File: config.mk
export PLATFORM = sky130hd
export DESIGN_NAME = json_string_unescape_top
export DESIGN_NICKNAME = d
export VERILOG_FILES = /design/src/hw/rtl/jsu_pkg.sv /design/src/hw/rtl/jsu_decoder.sv /design/src/hw/rtl/jsu_result_buf.sv /design/src/hw/rtl/json_string_unescape_top.sv
export SDC_FILE = /design/constraint.sdc
export NUM_CORES = 1
export LEC_CHECK = 0
export CAP_MARGIN = 15
export CORE_ASPECT_RATIO = 1.1
export CORE_MARGIN = 8
export CORE_UTILIZATION = 35
export CTS_CLUSTER_SIZE = 10
export DETAILED_ROUTE_END_ITERATION = 16
export DONT_BUFFER_PORTS = 1
export PLACE_DENSITY = 0.55
export SLEW_MARGIN = 10
export SYNTH_ARGS = -nofsm -noshare
export SYNTH_HDL_FRONTEND = slang
export SYNTH_SLANG_ARGS = --single-unit
File: constraint.sdc
create_clock -name clock -period 4.9 [get_ports clock]
set_clock_uncertainty 0.2 [all_clocks]
set_input_delay 0 -clock clock [delete_from_list [all_inputs] [get_ports clock]]
set_output_delay 0 -clock clock [all_outputs]
set_load 0.005 [all_outputs]
File: src/hw/rtl/jsu_pkg.sv
// ----------------------------------------------------------------------------
// JSON string unescape package
// Shared word types, result codes, character constants and decode helpers.
// ----------------------------------------------------------------------------
package jsu_pkg;

   // Input word: one raw text byte or an end-of-text marker.
   typedef struct packed {
      logic [7:0] in_byte;
      logic       text_end;
   } req_word_type;

   // Result word.
   typedef struct packed {
      logic [7:0] out_byte;
      logic [1:0] kind;
      logic [1:0] error_code;
      logic       last;
   } rsp_word_type;

   // Parser phase.
   typedef enum logic [1:0] {
      PH_OPEN = 2'd0,
      PH_BODY = 2'd1,
      PH_ESC  = 2'd2,
      PH_HEX  = 2'd3
   } phase_type;

   // Result kinds.
   localparam logic [1:0] KIND_DATA = 2'd0;
   localparam logic [1:0] KIND_DONE = 2'd1;
   localparam logic [1:0] KIND_ERR  = 2'd2;

   // Error codes.
   localparam logic [1:0] ERR_NONE      = 2'd0;
   localparam logic [1:0] ERR_NO_QUOTE  = 2'd1;
   localparam logic [1:0] ERR_UNMATCHED = 2'd2;
   localparam logic [1:0] ERR_ESCAPE    = 2'd3;

   // Most results that one input word can cause.
   localparam int MAX_RESULTS = 3;

   // All results caused by one input word, held together until drained.
   typedef struct packed {
      logic [1:0]                  count;
      logic [1:0]                  kind;
      logic [1:0]                  error_code;
      logic [MAX_RESULTS-1:0][7:0] data;
   } res_bundle_type;

   // Character codes.
   localparam logic [7:0] CH_QUOTE     = 8'h22;
   localparam logic [7:0] CH_BACKSLASH = 8'h5C;
   localparam logic [7:0] CH_SLASH     = 8'h2F;
   localparam logic [7:0] CH_NEWLINE   = 8'h0A;
   localparam logic [7:0] CH_LOWER_B   = 8'h62;
   localparam logic [7:0] CH_LOWER_T   = 8'h74;
   localparam logic [7:0] CH_LOWER_N   = 8'h6E;
   localparam logic [7:0] CH_LOWER_F   = 8'h66;
   localparam logic [7:0] CH_LOWER_R   = 8'h72;
   localparam logic [7:0] CH_LOWER_U   = 8'h75;
   localparam logic [7:0] CH_BACKSPACE = 8'h08;
   localparam logic [7:0] CH_TAB       = 8'h09;
   localparam logic [7:0] CH_FORMFEED  = 8'h0C;
   localparam logic [7:0] CH_RETURN    = 8'h0D;

   // UTF-8 encoding limits and lead/continuation marks.
   localparam logic [15:0] UTF8_ONE_LIMIT = 16'h0080;
   localparam logic [15:0] UTF8_TWO_LIMIT = 16'h0800;
   localparam logic [2:0]  UTF8_LEAD_TWO  = 3'b110;
   localparam logic [3:0]  UTF8_LEAD_THREE = 4'b1110;
   localparam logic [1:0]  UTF8_CONT      = 2'b10;

   // True when the byte is a hex digit of either case.
   function automatic logic hex_valid(input logic [7:0] c);
      return (c inside {[8'h30:8'h39], [8'h41:8'h46], [8'h61:8'h66]});
   endfunction

   // Value of a hex digit; zero for anything else.
   function automatic logic [3:0] hex_value(input logic [7:0] c);
      logic [7:0] v;
      v = 8'h00;
      if (c inside {[8'h30:8'h39]}) begin
         v = c - 8'h30;
      end else if (c inside {[8'h41:8'h46]}) begin
         v = c - 8'h37;
      end else if (c inside {[8'h61:8'h66]}) begin
         v = c - 8'h57;
      end
      return v[3:0];
   endfunction

endpackage

File: src/hw/rtl/jsu_decoder.sv
// ----------------------------------------------------------------------------
// JSON string unescape decoder
// Holds the parser state and turns one input word into a bundle of results.
// ----------------------------------------------------------------------------
module jsu_decoder
   import jsu_pkg::*;
(
   input  logic           clock,
   input  logic           reset,
   input  logic           advance,
   input  req_word_type   word,
   output res_bundle_type bundle
);

   phase_type   phase_ff, phase_in;
   logic [1:0]  hex_cnt_ff, hex_cnt_in;
   logic [15:0] acc_ff, acc_in;

   logic        is_hex;
   logic [3:0]  nibble;
   logic [15:0] code_point;
   logic        in_string_error;

   // Shared decode of the current byte.
   assign is_hex          = hex_valid(word.in_byte);
   assign nibble          = hex_value(word.in_byte);
   assign code_point      = {acc_ff[11:0], nibble};
   assign in_string_error = word.text_end || (word.in_byte == CH_NEWLINE);

   // Next parser state.
   always_comb begin
      phase_in   = phase_ff;
      hex_cnt_in = hex_cnt_ff;
      acc_in     = acc_ff;
      case (phase_ff)
         PH_OPEN: begin
            if (!word.text_end && word.in_byte == CH_QUOTE) begin
               phase_in = PH_BODY;
            end
         end
         PH_BODY: begin
            if (in_string_error || word.in_byte == CH_QUOTE) begin
               phase_in = PH_OPEN;
            end else if (word.in_byte == CH_BACKSLASH) begin
               phase_in = PH_ESC;
            end
         end
         PH_ESC: begin
            if (in_string_error) begin
               phase_in = PH_OPEN;
            end else begin
               case (word.in_byte)
                  CH_LOWER_B, CH_LOWER_T, CH_LOWER_N, CH_LOWER_F, CH_LOWER_R,
                  CH_QUOTE, CH_SLASH, CH_BACKSLASH: begin
                     phase_in = PH_BODY;
                  end
                  CH_LOWER_U: begin
                     phase_in   = PH_HEX;
                     hex_cnt_in = 2'd0;
                     acc_in     = 16'h0000;
                  end
                  default: begin
                     phase_in = PH_OPEN;
                  end
               endcase
            end
         end
         PH_HEX: begin
            if (in_string_error || !is_hex) begin
               phase_in   = PH_OPEN;
               hex_cnt_in = 2'd0;
               acc_in     = 16'h0000;
            end else if (hex_cnt_ff == 2'd3) begin
               phase_in   = PH_BODY;
               hex_cnt_in = 2'd0;
               acc_in     = 16'h0000;
            end else begin
               hex_cnt_in = hex_cnt_ff + 2'd1;
               acc_in     = code_point;
            end
         end
         default: begin
            phase_in = PH_OPEN;
         end
      endcase
   end

   // Results caused by the current byte.
   always_comb begin
      bundle = '0;
      case (phase_ff)
         PH_OPEN: begin
            if (word.text_end || word.in_byte != CH_QUOTE) begin
               bundle.count      = 2'd1;
               bundle.kind       = KIND_ERR;
               bundle.error_code = ERR_NO_QUOTE;
            end
         end
         PH_BODY: begin
            if (in_string_error) begin
               bundle.count      = 2'd1;
               bundle.kind       = KIND_ERR;
               bundle.error_code = ERR_UNMATCHED;
            end else if (word.in_byte == CH_QUOTE) begin
               bundle.count = 2'd1;
               bundle.kind  = KIND_DONE;
            end else if (word.in_byte != CH_BACKSLASH) begin
               bundle.count   = 2'd1;
               bundle.data[0] = word.in_byte;
            end
         end
         PH_ESC: begin
            if (in_string_error) begin
               bundle.count      = 2'd1;
               bundle.kind       = KIND_ERR;
               bundle.error_code = ERR_UNMATCHED;
            end else begin
               bundle.count = 2'd1;
               case (word.in_byte)
                  CH_LOWER_B:   bundle.data[0] = CH_BACKSPACE;
                  CH_LOWER_T:   bundle.data[0] = CH_TAB;
                  CH_LOWER_N:   bundle.data[0] = CH_NEWLINE;
                  CH_LOWER_F:   bundle.data[0] = CH_FORMFEED;
                  CH_LOWER_R:   bundle.data[0] = CH_RETURN;
                  CH_QUOTE, CH_SLASH, CH_BACKSLASH: begin
                     bundle.data[0] = word.in_byte;
                  end
                  CH_LOWER_U: begin
                     bundle.count = 2'd0;
                  end
                  default: begin
                     bundle.kind       = KIND_ERR;
                     bundle.error_code = ERR_ESCAPE;
                  end
               endcase
            end
         end
         PH_HEX: begin
            if (in_string_error) begin
               bundle.count      = 2'd1;
               bundle.kind       = KIND_ERR;
               bundle.error_code = ERR_UNMATCHED;
            end else if (!is_hex) begin
               bundle.count      = 2'd1;
               bundle.kind       = KIND_ERR;
               bundle.error_code = ERR_ESCAPE;
            end else if (hex_cnt_ff == 2'd3) begin
               // Fourth digit: encode the code point as UTF-8.
               if (code_point < UTF8_ONE_LIMIT) begin
                  bundle.count   = 2'd1;
                  bundle.data[0] = code_point[7:0];
               end else if (code_point < UTF8_TWO_LIMIT) begin
                  bundle.count   = 2'd2;
                  bundle.data[0] = {UTF8_LEAD_TWO, code_point[10:6]};
                  bundle.data[1] = {UTF8_CONT, code_point[5:0]};
               end else begin
                  bundle.count   = 2'd3;
                  bundle.data[0] = {UTF8_LEAD_THREE, code_point[15:12]};
                  bundle.data[1] = {UTF8_CONT, code_point[11:6]};
                  bundle.data[2] = {UTF8_CONT, code_point[5:0]};
               end
            end
         end
         default: begin
            bundle = '0;
         end
      endcase
   end

   // Parser state registers.
   always_ff @(posedge clock) begin
      if (reset) begin
         phase_ff   <= PH_OPEN;
         hex_cnt_ff <= 2'd0;
         acc_ff     <= 16'h0000;
      end else if (advance) begin
         phase_ff   <= phase_in;
         hex_cnt_ff <= hex_cnt_in;
         acc_ff     <= acc_in;
      end
   end

   // The digit count and accumulator are only in use while reading hex digits.
   a_hex_state_idle: assert property (@(posedge clock) disable iff (reset)
      (phase_ff != PH_HEX) |-> (hex_cnt_ff == 2'd0 && acc_ff == 16'h0000))
      else $error("hex state not clear outside hex phase");

endmodule

File: src/hw/rtl/jsu_result_buf.sv
// ----------------------------------------------------------------------------
// JSON string unescape result buffer
// Holds one bundle of results and hands them out one word per cycle while rsp_stall is low.
// ----------------------------------------------------------------------------
module jsu_result_buf
   import jsu_pkg::*;
(
   input  logic           clock,
   input  logic           reset,
   input  logic           load,
   input  res_bundle_type bundle,
   output logic           free,
   output logic           rsp_valid,
   input  logic           rsp_stall,
   output rsp_word_type   rsp_word
);

   logic           valid_ff, valid_in;
   logic [1:0]     idx_ff, idx_in;
   res_bundle_type bundle_ff, bundle_in;

   logic           take;
   logic           final_word;

   // Handshake on the result side.
   assign take       = valid_ff && !rsp_stall;
   assign final_word = (idx_ff == bundle_ff.count - 2'd1);
   assign free       = !valid_ff || (take && final_word);
   assign rsp_valid  = valid_ff;

   // Present the word at the current index.
   always_comb begin
      rsp_word            = '0;
      rsp_word.kind       = bundle_ff.kind;
      rsp_word.error_code = bundle_ff.error_code;
      rsp_word.last       = final_word;
      case (idx_ff)
         2'd0:    rsp_word.out_byte = bundle_ff.data[0];
         2'd1:    rsp_word.out_byte = bundle_ff.data[1];
         2'd2:    rsp_word.out_byte = bundle_ff.data[2];
         default: rsp_word.out_byte = 8'h00;
      endcase
   end

   // Load a new bundle, step through it, or drain it.
   always_comb begin
      valid_in  = valid_ff;
      idx_in    = idx_ff;
      bundle_in = bundle_ff;
      if (load) begin
         valid_in  = (bundle.count != 2'd0);
         idx_in    = 2'd0;
         bundle_in = bundle;
      end else if (take && final_word) begin
         valid_in = 1'b0;
      end else if (take) begin
         idx_in = idx_ff + 2'd1;
      end
   end

   always_ff @(posedge clock) begin
      if (reset) begin
         valid_ff <= 1'b0;
         idx_ff   <= 2'd0;
      end else begin
         valid_ff <= valid_in;
         idx_ff   <= idx_in;
      end
   end

   always_ff @(posedge clock) begin
      bundle_ff <= bundle_in;
   end

   // A held bundle always has at least one word, and the index stays inside it.
   a_bundle_nonempty: assert property (@(posedge clock) disable iff (reset)
      valid_ff |-> (bundle_ff.count != 2'd0))
      else $error("result buffer holds an empty bundle");

   a_index_in_range: assert property (@(posedge clock) disable iff (reset)
      valid_ff |-> (idx_ff < bundle_ff.count))
      else $error("result index past end of bundle");

   // A bundle is never overwritten before its last word is taken.
   a_no_overwrite: assert property (@(posedge clock) disable iff (reset)
      load |-> free)
      else $error("result bundle overwritten");

endmodule

File: src/hw/rtl/json_string_unescape_top.sv
// ----------------------------------------------------------------------------
// JSON string unescape top level
// Decodes a JSON string literal one text byte at a time into UTF-8 bytes,
// a completion word, or an error word.
// ----------------------------------------------------------------------------
//
//  Channel  Direction  Word type      Handshake
//  req_     in         req_word_type  req_valid / req_stall
//  rsp_     out        rsp_word_type  rsp_valid / rsp_stall
//
//  A word is held in the input register, then is decoded into the result
//  buffer, which offers its results one word at a time on the rsp_ side.
//  Sustained rate is one input word per cycle while rsp_stall is low; a
//  \u escape that encodes to two or three UTF-8 bytes holds the input
//  while the result buffer drains one word per cycle.
//  Reset is synchronous; the parser then expects an opening quote.
//  A stall on the result side backs up into req_stall without losing words.
//
module json_string_unescape_top
   import jsu_pkg::*;
(
   input  logic         clock,
   input  logic         reset,
   input  logic         req_valid,
   output logic         req_stall,
   input  req_word_type req_word,
   output logic         rsp_valid,
   input  logic         rsp_stall,
   output rsp_word_type rsp_word
);

   logic           in_valid_ff, in_valid_in;
   req_word_type   in_word_ff, in_word_in;
   logic           buf_free;
   logic           advance;
   res_bundle_type bundle;

   // Move the held word into the decoder when the result buffer frees up.
   assign advance   = in_valid_ff && buf_free;
   assign req_stall = in_valid_ff && !buf_free;

   // Input register.
   always_comb begin
      in_valid_in = in_valid_ff;
      in_word_in  = in_word_ff;
      if (!req_stall) begin
         in_valid_in = req_valid;
         if (req_valid) begin
            in_word_in = req_word;
         end
      end
   end

   always_ff @(posedge clock) begin
      if (reset) begin
         in_valid_ff <= 1'b0;
      end else begin
         in_valid_ff <= in_valid_in;
      end
   end

   always_ff @(posedge clock) begin
      in_word_ff <= in_word_in;
   end

   // Parser and result decode.
   jsu_decoder u_decoder (
      .clock   (clock),
      .reset   (reset),
      .advance (advance),
      .word    (in_word_ff),
      .bundle  (bundle)
   );

   // Result buffer and output handshake.
   jsu_result_buf u_result_buf (
      .clock     (clock),
      .reset     (reset),
      .load      (advance),
      .bundle    (bundle),
      .free      (buf_free),
      .rsp_valid (rsp_valid),
      .rsp_stall (rsp_stall),
      .rsp_word  (rsp_word)
   );

   // The input side only stalls while a word is waiting in the input register.
   a_stall_needs_word: assert property (@(posedge clock) disable iff (reset)
      req_stall |-> in_valid_ff)
      else $error("input stalled with empty input register");

endmodule
==> results of run 1 <==
-- registers in the layout (all words and copies together) (netlist names) --
name                    cells
u_result_buf.rsp_word       4
u_decoder.phase_ff          2
u_result_buf.idx_ff         2
in_word_ff                  9
u_decoder.hex_cnt_ff        2
in_valid_ff                 1
u_result_buf.bundle_ff     24
u_result_buf.rsp_valid      1
u_decoder.acc_ff           12
-- stage by stage --
step                hold slack, ps  instances  instance area (sq um)  utilization
floorplan                   -101.1        343                   3341            -
global placement            -120.8        436                   3362       0.3613
detailed placement          -118.6        436                   3362       0.3613
CTS                          60.54        464                   3655       0.3928
global route                 70.25        464                   3655       0.3928
finish                       79.18        464                   3655       0.3928
-- final cells by class --
cell class                      count  area share
Clock buffer                       11     0.03869
Inverter                           15     0.01541
Timing Repair Buffer               13     0.03492
Sequential cell                    57      0.4136
Clock inverter                      5    0.008559
Multi-Input combinational cell    246      0.4488
Tap cell                          117     0.04005
-- critical path: cells and delay by family, from the launching register on --
kind	cells	cell delay [ps]
DFF	1	510
buffers and inverters	1	130
AOI/OAI and AO/OA	3	1240
adders and majority gates	1	280
and+or+nand+nor	3	990
-- cell families after synthesis --
kind of cell / after synthesis
xor gates and xnor gates: 3
AOI/OAI and AO/OA: 84
adders and majority gates: 9
DFF: 57
buffers and inverters: 40
and+or+nand+nor: 144
muxes: 6
-- power by group --
group          internal (mW)  switching, mW
clock                  0.195          0.196
sequential             0.525         0.0165
combinational         0.0280         0.0391
total                  0.748          0.252
-- layer usage --
metal / track usage / wire length (microns) / up-vias
li1: - / - / 1280
met1: 0.1596 / 3692 / 1211
met2: 0.2020 / 3806 / 73
met3: 0.03641 / 435 / 10
met4: 0.04884 / 108 / 0
met5: 0 / 0 / -
-- final timing paths --
| check | start | end | depth (start not counted) | slack [ps] |
|---|---|---|---|---|
| min | req_word[3] | in_word_ff[3] | 1 | 80 |
| max | in_word_ff[1] | u_result_buf.bundle_ff[0] | 8 | 1300 |
| min reg2reg | u_decoder.hex_cnt_ff[0] | u_decoder.hex_cnt_ff[0] | 1 | 290 |
| max reg2reg | in_word_ff[1] | u_result_buf.bundle_ff[0] | 8 | 1300 |
-- cells in the final DEF (no fill, tap or decap), types with 5 or more instances in the layout --
cell	count
o21ai_0	23
nand3_1	14
nor2_1	37
nand2b_1	16
a21oi_1	17
edfxtp_1	37
nor2b_1	6
inv_1	14
clkbuf_8	10
dfxtp_1	20
mux2i_1	5
a222oi_1	7
nor3_1	6
nand2_1	17
dlygate4sd3_1	12
or3_1	7
ha_1	9
and3_1	11
-- what timing repair did --
item / in CTS / in global routing
hold buffers: 12 / 0
gates resized for setup: 0 / 0
hold endpoints to repair: 38 / 0
==> results.json, run 1 <==
{
  "status": "finished, final reports clean",
  "layout.area.seq_sq_um": 1511,
  "p_leak_nw": 1.267,
  "endpoint_kind": "register",
  "grt_max_degree": 30,
  "finalSetupTns_ps": 0,
  "synth_xor_area_frac": 0.007865,
  "synth_top_cell_by_area": "edfxtp_1",
  "drt_pass1_iterations": 5,
  "rsz0062_at_grt": "false",
  "rows": 37,
  "place_congestion": 0.8327,
  "peakVddDrop_mv": 0.1616,
  "tightest_slew_ps": 950.3,
  "clockBufferDepth": 2,
  "syn_inst": 343,
  "synth-edff-count": 37,
  "synthAdderAreaFrac": 0.03371,
  "cap_violations": 0,
  "synth_mux_area_frac": 0.01835,
  "maxSlewViolCount": 0,
  "area_delta_synth_final_pct": 9.401,
  "cp.required_ps": 4800,
  "synth_compound_area_frac": 0.1884,
  "syn_avg_cell_area_sq_um": 9.740,
  "maxSlewHeadroom": 0.3644,
  "clk_pin_slew_ps": 70,
  "cts_tree": "done",
  "setup_violations": 0,
  "numCtsBuffers": 9,
  "die_h_microns": 118.5,
  "period_minus_slack_ps": 3605,
  "layout.nets": 364,
  "grt_usage": 0.1277,
  "io_buffers": 0,
  "detailed_place_hpwl_microns": 5723,
  "nFillCells": 928,
  "initial_core_util": 0.3590,
  "vias_per_cell": 5.547,
  "synth.cell_area_sq_um": 3341,
  "boundaryPins": 28,
  "drive_gt1_frac": 0.09222,
  "htreeDepth": 3,
  "min_period_over_period": 0.7357,
  "async_flop_share": 0,
  "critPathMaxStageDelay_ps": 680,
  "hold_violations": 0,
  "core_sq_um": 9305,
  "yosys_most_used_dff": "edfxtp_1",
  "routed_wl_microns": 8043,
  "clk_latency_ps": 350,
  "synth.distinct_cells": 65,
  "antenna_found_initial": 0,
  "die_area_sq_um": 12930,
  "final_antenna_net_count": 0,
  "arrival_ps": 3500,
  "yosys-top-cells-area": "edfxtp_1 (33%), dfxtp_1 (12%), nor2_1 (4.2%)",
  "worst-path-max-fanout": 12,
  "drc": 0,
  "grt_pass1_wl_microns": 13020,
  "powerDensity_nw_per_um2": 273.5,
  "crit_type": "register to register",
  "die_x_microns": 109.2,
  "cts-root-buf": "clkbuf_8",
  "post_cts_buffers": 0,
  "synth-seq-area-share": 0.4524,
  "multi_input_area_sq_um": 1640,
  "synthSimpleGateAreaFrac": 0.2401,
  "cts_sinks": 57,
  "ys_ff_latch": 57,
  "synth_top_family_by_area": "simple AND/OR/NAND/NOR gates",
  "synth_nets": 365,
  "fin_total_pwr_mw": 0.9995,
  "routed-via-count": 2574,
  "drtIter0Drc": 226,
  "cp-start-kind": "register",
  "min_path_type": "primary input to register",
  "grt_pass1_vias": 2468,
  "synth.top_cell.area_share": 0.3326,
  "max_freq_mhz": 277.4,
  "cp_slowest_cell": "a211oi_2",
  "num_antenna_cells": 0,
  "wl_per_cell_microns": 17.33,
  "grt-ovfl-total": 0,
  "setup_ws_ps": 1295,
  "synth_warnings": 0,
  "pre_cts_slack_ps": 1334,
  "path_cells": "inv_1 -> ha_1 -> or4b_4 -> a311o_1 -> a211oi_2 -> or3_1 -> nor2_1 -> a221o_1",
  "synth.cells.most_frequent": "edfxtp_1 (37), nor2_1 (37), o21ai_0 (23)"
}
Power figures use the tool's default switching activity.
==> run 2, diff against run 1 <==
Settings changed: ABC_AREA set to 1.
Clock period 4.9 ns to 3.55 ns, I/O delays scaled along.
==> run 2 against run 1 <==
Compared with the run above:
- cell area is 2.9% higher
- clock power is 49% higher
- sequential cell count did not move
- non-clock buffer count rose by 2
- maximum frequency grew 20%
- first-iteration DRC count shrank 27%
- via count rose by 5.4%
- largest cell class unchanged
- largest power group unchanged
==> results.json, run 2 <==
{
  "final_cell_mix": "nand2_1 (109), inv_1 (51), nor2_1 (40), edfxtp_1 (37), nand3_1 (24)",
  "area_delta_synth_final_pct": 11.63,
  "maxSlewHeadroom": 0.4013,
  "peakVddDrop_mv": 0.1773,
  "drt_pass1_iterations": 5,
  "hp-start": "req_word[0]",
  "cp.required_ps": 3590,
  "die_x_microns": 109.5,
  "final_antenna_net_count": 0,
  "worst-path-max-fanout": 9,
  "ys_ff_latch": 57,
  "grt-ovfl-total": 0,
  "synth_warnings": 0,
  "crit_type": "register to register",
  "numCtsBuffers": 9,
  "cp_slowest_cell": "dlygate4sd3_1",
  "tightest_slew_ps": 895.0,
  "crit_cells": 12,
  "cts_tree": "done",
  "cts_sinks": 57,
  "synth.cell_area_sq_um": 3368,
  "initial_core_util": 0.3602,
  "synth_most_common_cell": "nand2_1",
  "critPathMaxStageDelay_ps": 590,
  "drive_gt1_frac": 0.1560,
  "synth.top_cell.area_share": 0.3299,
  "yosys-top-cells-area": "edfxtp_1 (33%), nand2_1 (12%), dfxtp_1 (12%)",
  "min_path_type": "primary input to register",
  "place_inst": 524,
  "period_minus_slack_ps": 2998,
  "final_core_util": 0.4021,
  "die_area_sq_um": 13020,
  "pre_cts_slack_ps": 899.2,
  "regMostFlops": "u_result_buf.bundle_ff",
  "core_sq_um": 9351,
  "endpoint_kind": "register",
  "die_h_microns": 118.9,
  "vias_per_cell": 4.904,
  "async_flop_share": 0,
  "maxSlewViolCount": 0,
  "worst-path-buf-inv": 2,
  "synth_nets": 438,
  "instances_no_fill": 553,
  "layout.area.seq_sq_um": 1511,
  "rows": 37,
  "htreeDepth": 3,
  "min_period_over_period": 0.8446,
  "status": "finished, final reports clean",
  "reg2reg_depth": 12,
  "grt_pass1_vias": 2694,
  "wl_per_cell_microns": 14.11,
  "multi_input_area_sq_um": 1559,
  "critPathTopFamily": "simple AND/OR/NAND/NOR gates",
  "setup_violations": 0,
  "grt_pass1_wl_microns": 12890,
  "num_antenna_cells": 0,
  "synth_top_cell_by_area": "edfxtp_1",
  "path_cells": "inv_1 -> ha_1 -> nand2_1 -> nor2_1 -> nor2_1 -> a21oi_2 -> nand2_4 -> nand4_2 -> nand4_1 -> nand2_1 -> a21oi_1 -> dlygate4sd3_1",
  "io_buffers": 0,
  "rsz0062_at_grt": "false",
  "routed_wl_microns": 7805,
  "syn_avg_cell_area_sq_um": 8.097,
  "synth.cells.most_frequent": "nand2_1 (109), inv_1 (51), nor2_1 (40)",
  "clk_latency_ps": 350,
  "cts_hold_buf": 13,
  "cts_resized": 0,
  "synth.distinct_cells": 40,
  "powerDensity_nw_per_um2": 383.9,
  "drc": 0,
  "antenna_found_initial": 0,
  "finalSetupTns_ps": 0,
  "reg.largest.list": "u_result_buf.bundle_ff: 24 flops, u_decoder.acc_ff: 12 flops, in_word_ff: 9 flops",
  "yosys_most_used_dff": "edfxtp_1",
  "drtIter0Drc": 165,
  "rr_startpoint": "in_word_ff[1]",
  "syn_inst": 416,
  "nFillCells": 969,
  "max_freq_mhz": 333.5,
  "grt_usage": 0.1264,
  "worstHoldPathCells": 1,
  "grt_max_degree": 31,
  "cap_violations": 0,
  "final_common_cell": "nand2_1",
  "cp-start-kind": "register",
  "crit_start": "in_word_ff[1]",
  "boundaryPins": 28,
  "largest_register_ffs": 24,
  "post_cts_buffers": 0,
  "cts-root-buf": "clkbuf_8",
  "place_congestion": 0.9250,
  "synth-edff-count": 37,
  "clk_pin_slew_ps": 70,
  "layout.nets": 453,
  "p_leak_nw": 1.572,
  "detailed_place_hpwl_microns": 6123,
  "synth-seq-area-share": 0.4487,
  "setup_ws_ps": 551.8,
  "clockBufferDepth": 2,
  "routed-via-count": 2712,
  "hold_violations": 0,
  "arrival_ps": 3030
}
run 2: cell count changes in the layout (fill, tap and decap cells not counted), moves of 6 or more:
cell	change
nand2_1	+92
inv_1	+37
nand2_2	+17
nand2b_1	-16
and3_1	-11
a21oi_2	+10
nand3_1	+10
o21ai_0	-9
a222oi_1	-7
nor2_2	+7
or3_1	-7
nor2b_1	-6
run 2: path summary, 6_finish.rpt:
kind                                           endpoint  slack (ps)
worst min-delay path                      in_word_ff[0]          70
worst max register to register   u_result_buf.rsp_valid         550
worst min register to register  u_decoder.hex_cnt_ff[1]         280
worst max-delay path             u_result_buf.rsp_valid         550
run 2: stage by stage:
step / hold slack [ps] / area [sq um] / power [mW]
CTS: 63.87 / 3760 / 1.454
floorplan: -101.1 / 3368 / 0.8375
finish: 73.24 / 3760 / 1.443
detailed placement: -127.7 / 3450 / 0.8601
global placement: -128.0 / 3450 / 0.8604
global route: 73.42 / 3760 / 1.498
run 2: power breakdown:
part | internal (mW) | switching [mW] | total [mW] | leakage, nW
Clock | 0.321 | 0.261 | 0.583 | 0.0941
Combinational | 0.0376 | 0.0802 | 0.118 | 0.978
Sequential | 0.729 | 0.0141 | 0.743 | 0.500
Total | 1.09 | 0.356 | 1.44 | 1.57
run 2: routing by layer:
layer | vias to the layer above | GRT usage | share of wire
li1 | 1385 | - | -
met1 | 1241 | 0.1559 | 0.46
met2 | 68 | 0.1985 | 0.47
met3 | 18 | 0.03452 | 0.039
met4 | 0 | 0.06002 | 0.030
met5 | - | 0 | 0
run 2: cell type report:
cell class	count	share of cell area
Clock inverter	4	0.01198
Timing Repair Buffer	15	0.03860
Inverter	57	0.05790
Clock buffer	12	0.03594
Multi-Input combinational cell	291	0.4146
Tap cell	117	0.03893
Sequential cell	57	0.4020
run 2: logic make-up (layout without fill, tap and decap cells):
kind of cell | Yosys count | in the layout | synth area share
simple gates | 217 | 217 | 0.3020
buf+inv | 68 | 88 | 0.08841
compound gates | 61 | 61 | 0.1170
flops | 57 | 57 | 0.4487
fa+ha+maj | 9 | 9 | 0.03343
xor+xnor | 4 | 4 | 0.01040
run 2: worst reg2reg max path: cells and delay by family, from the launching register on:
kind,cells,cell delay [ps]
AND/OR/NAND/NOR,7,970
adder cells (fa/ha/maj),1,250
AO/OA/AOI/OAI,2,260
buffers and inverters,2,790
flip-flops,1,430
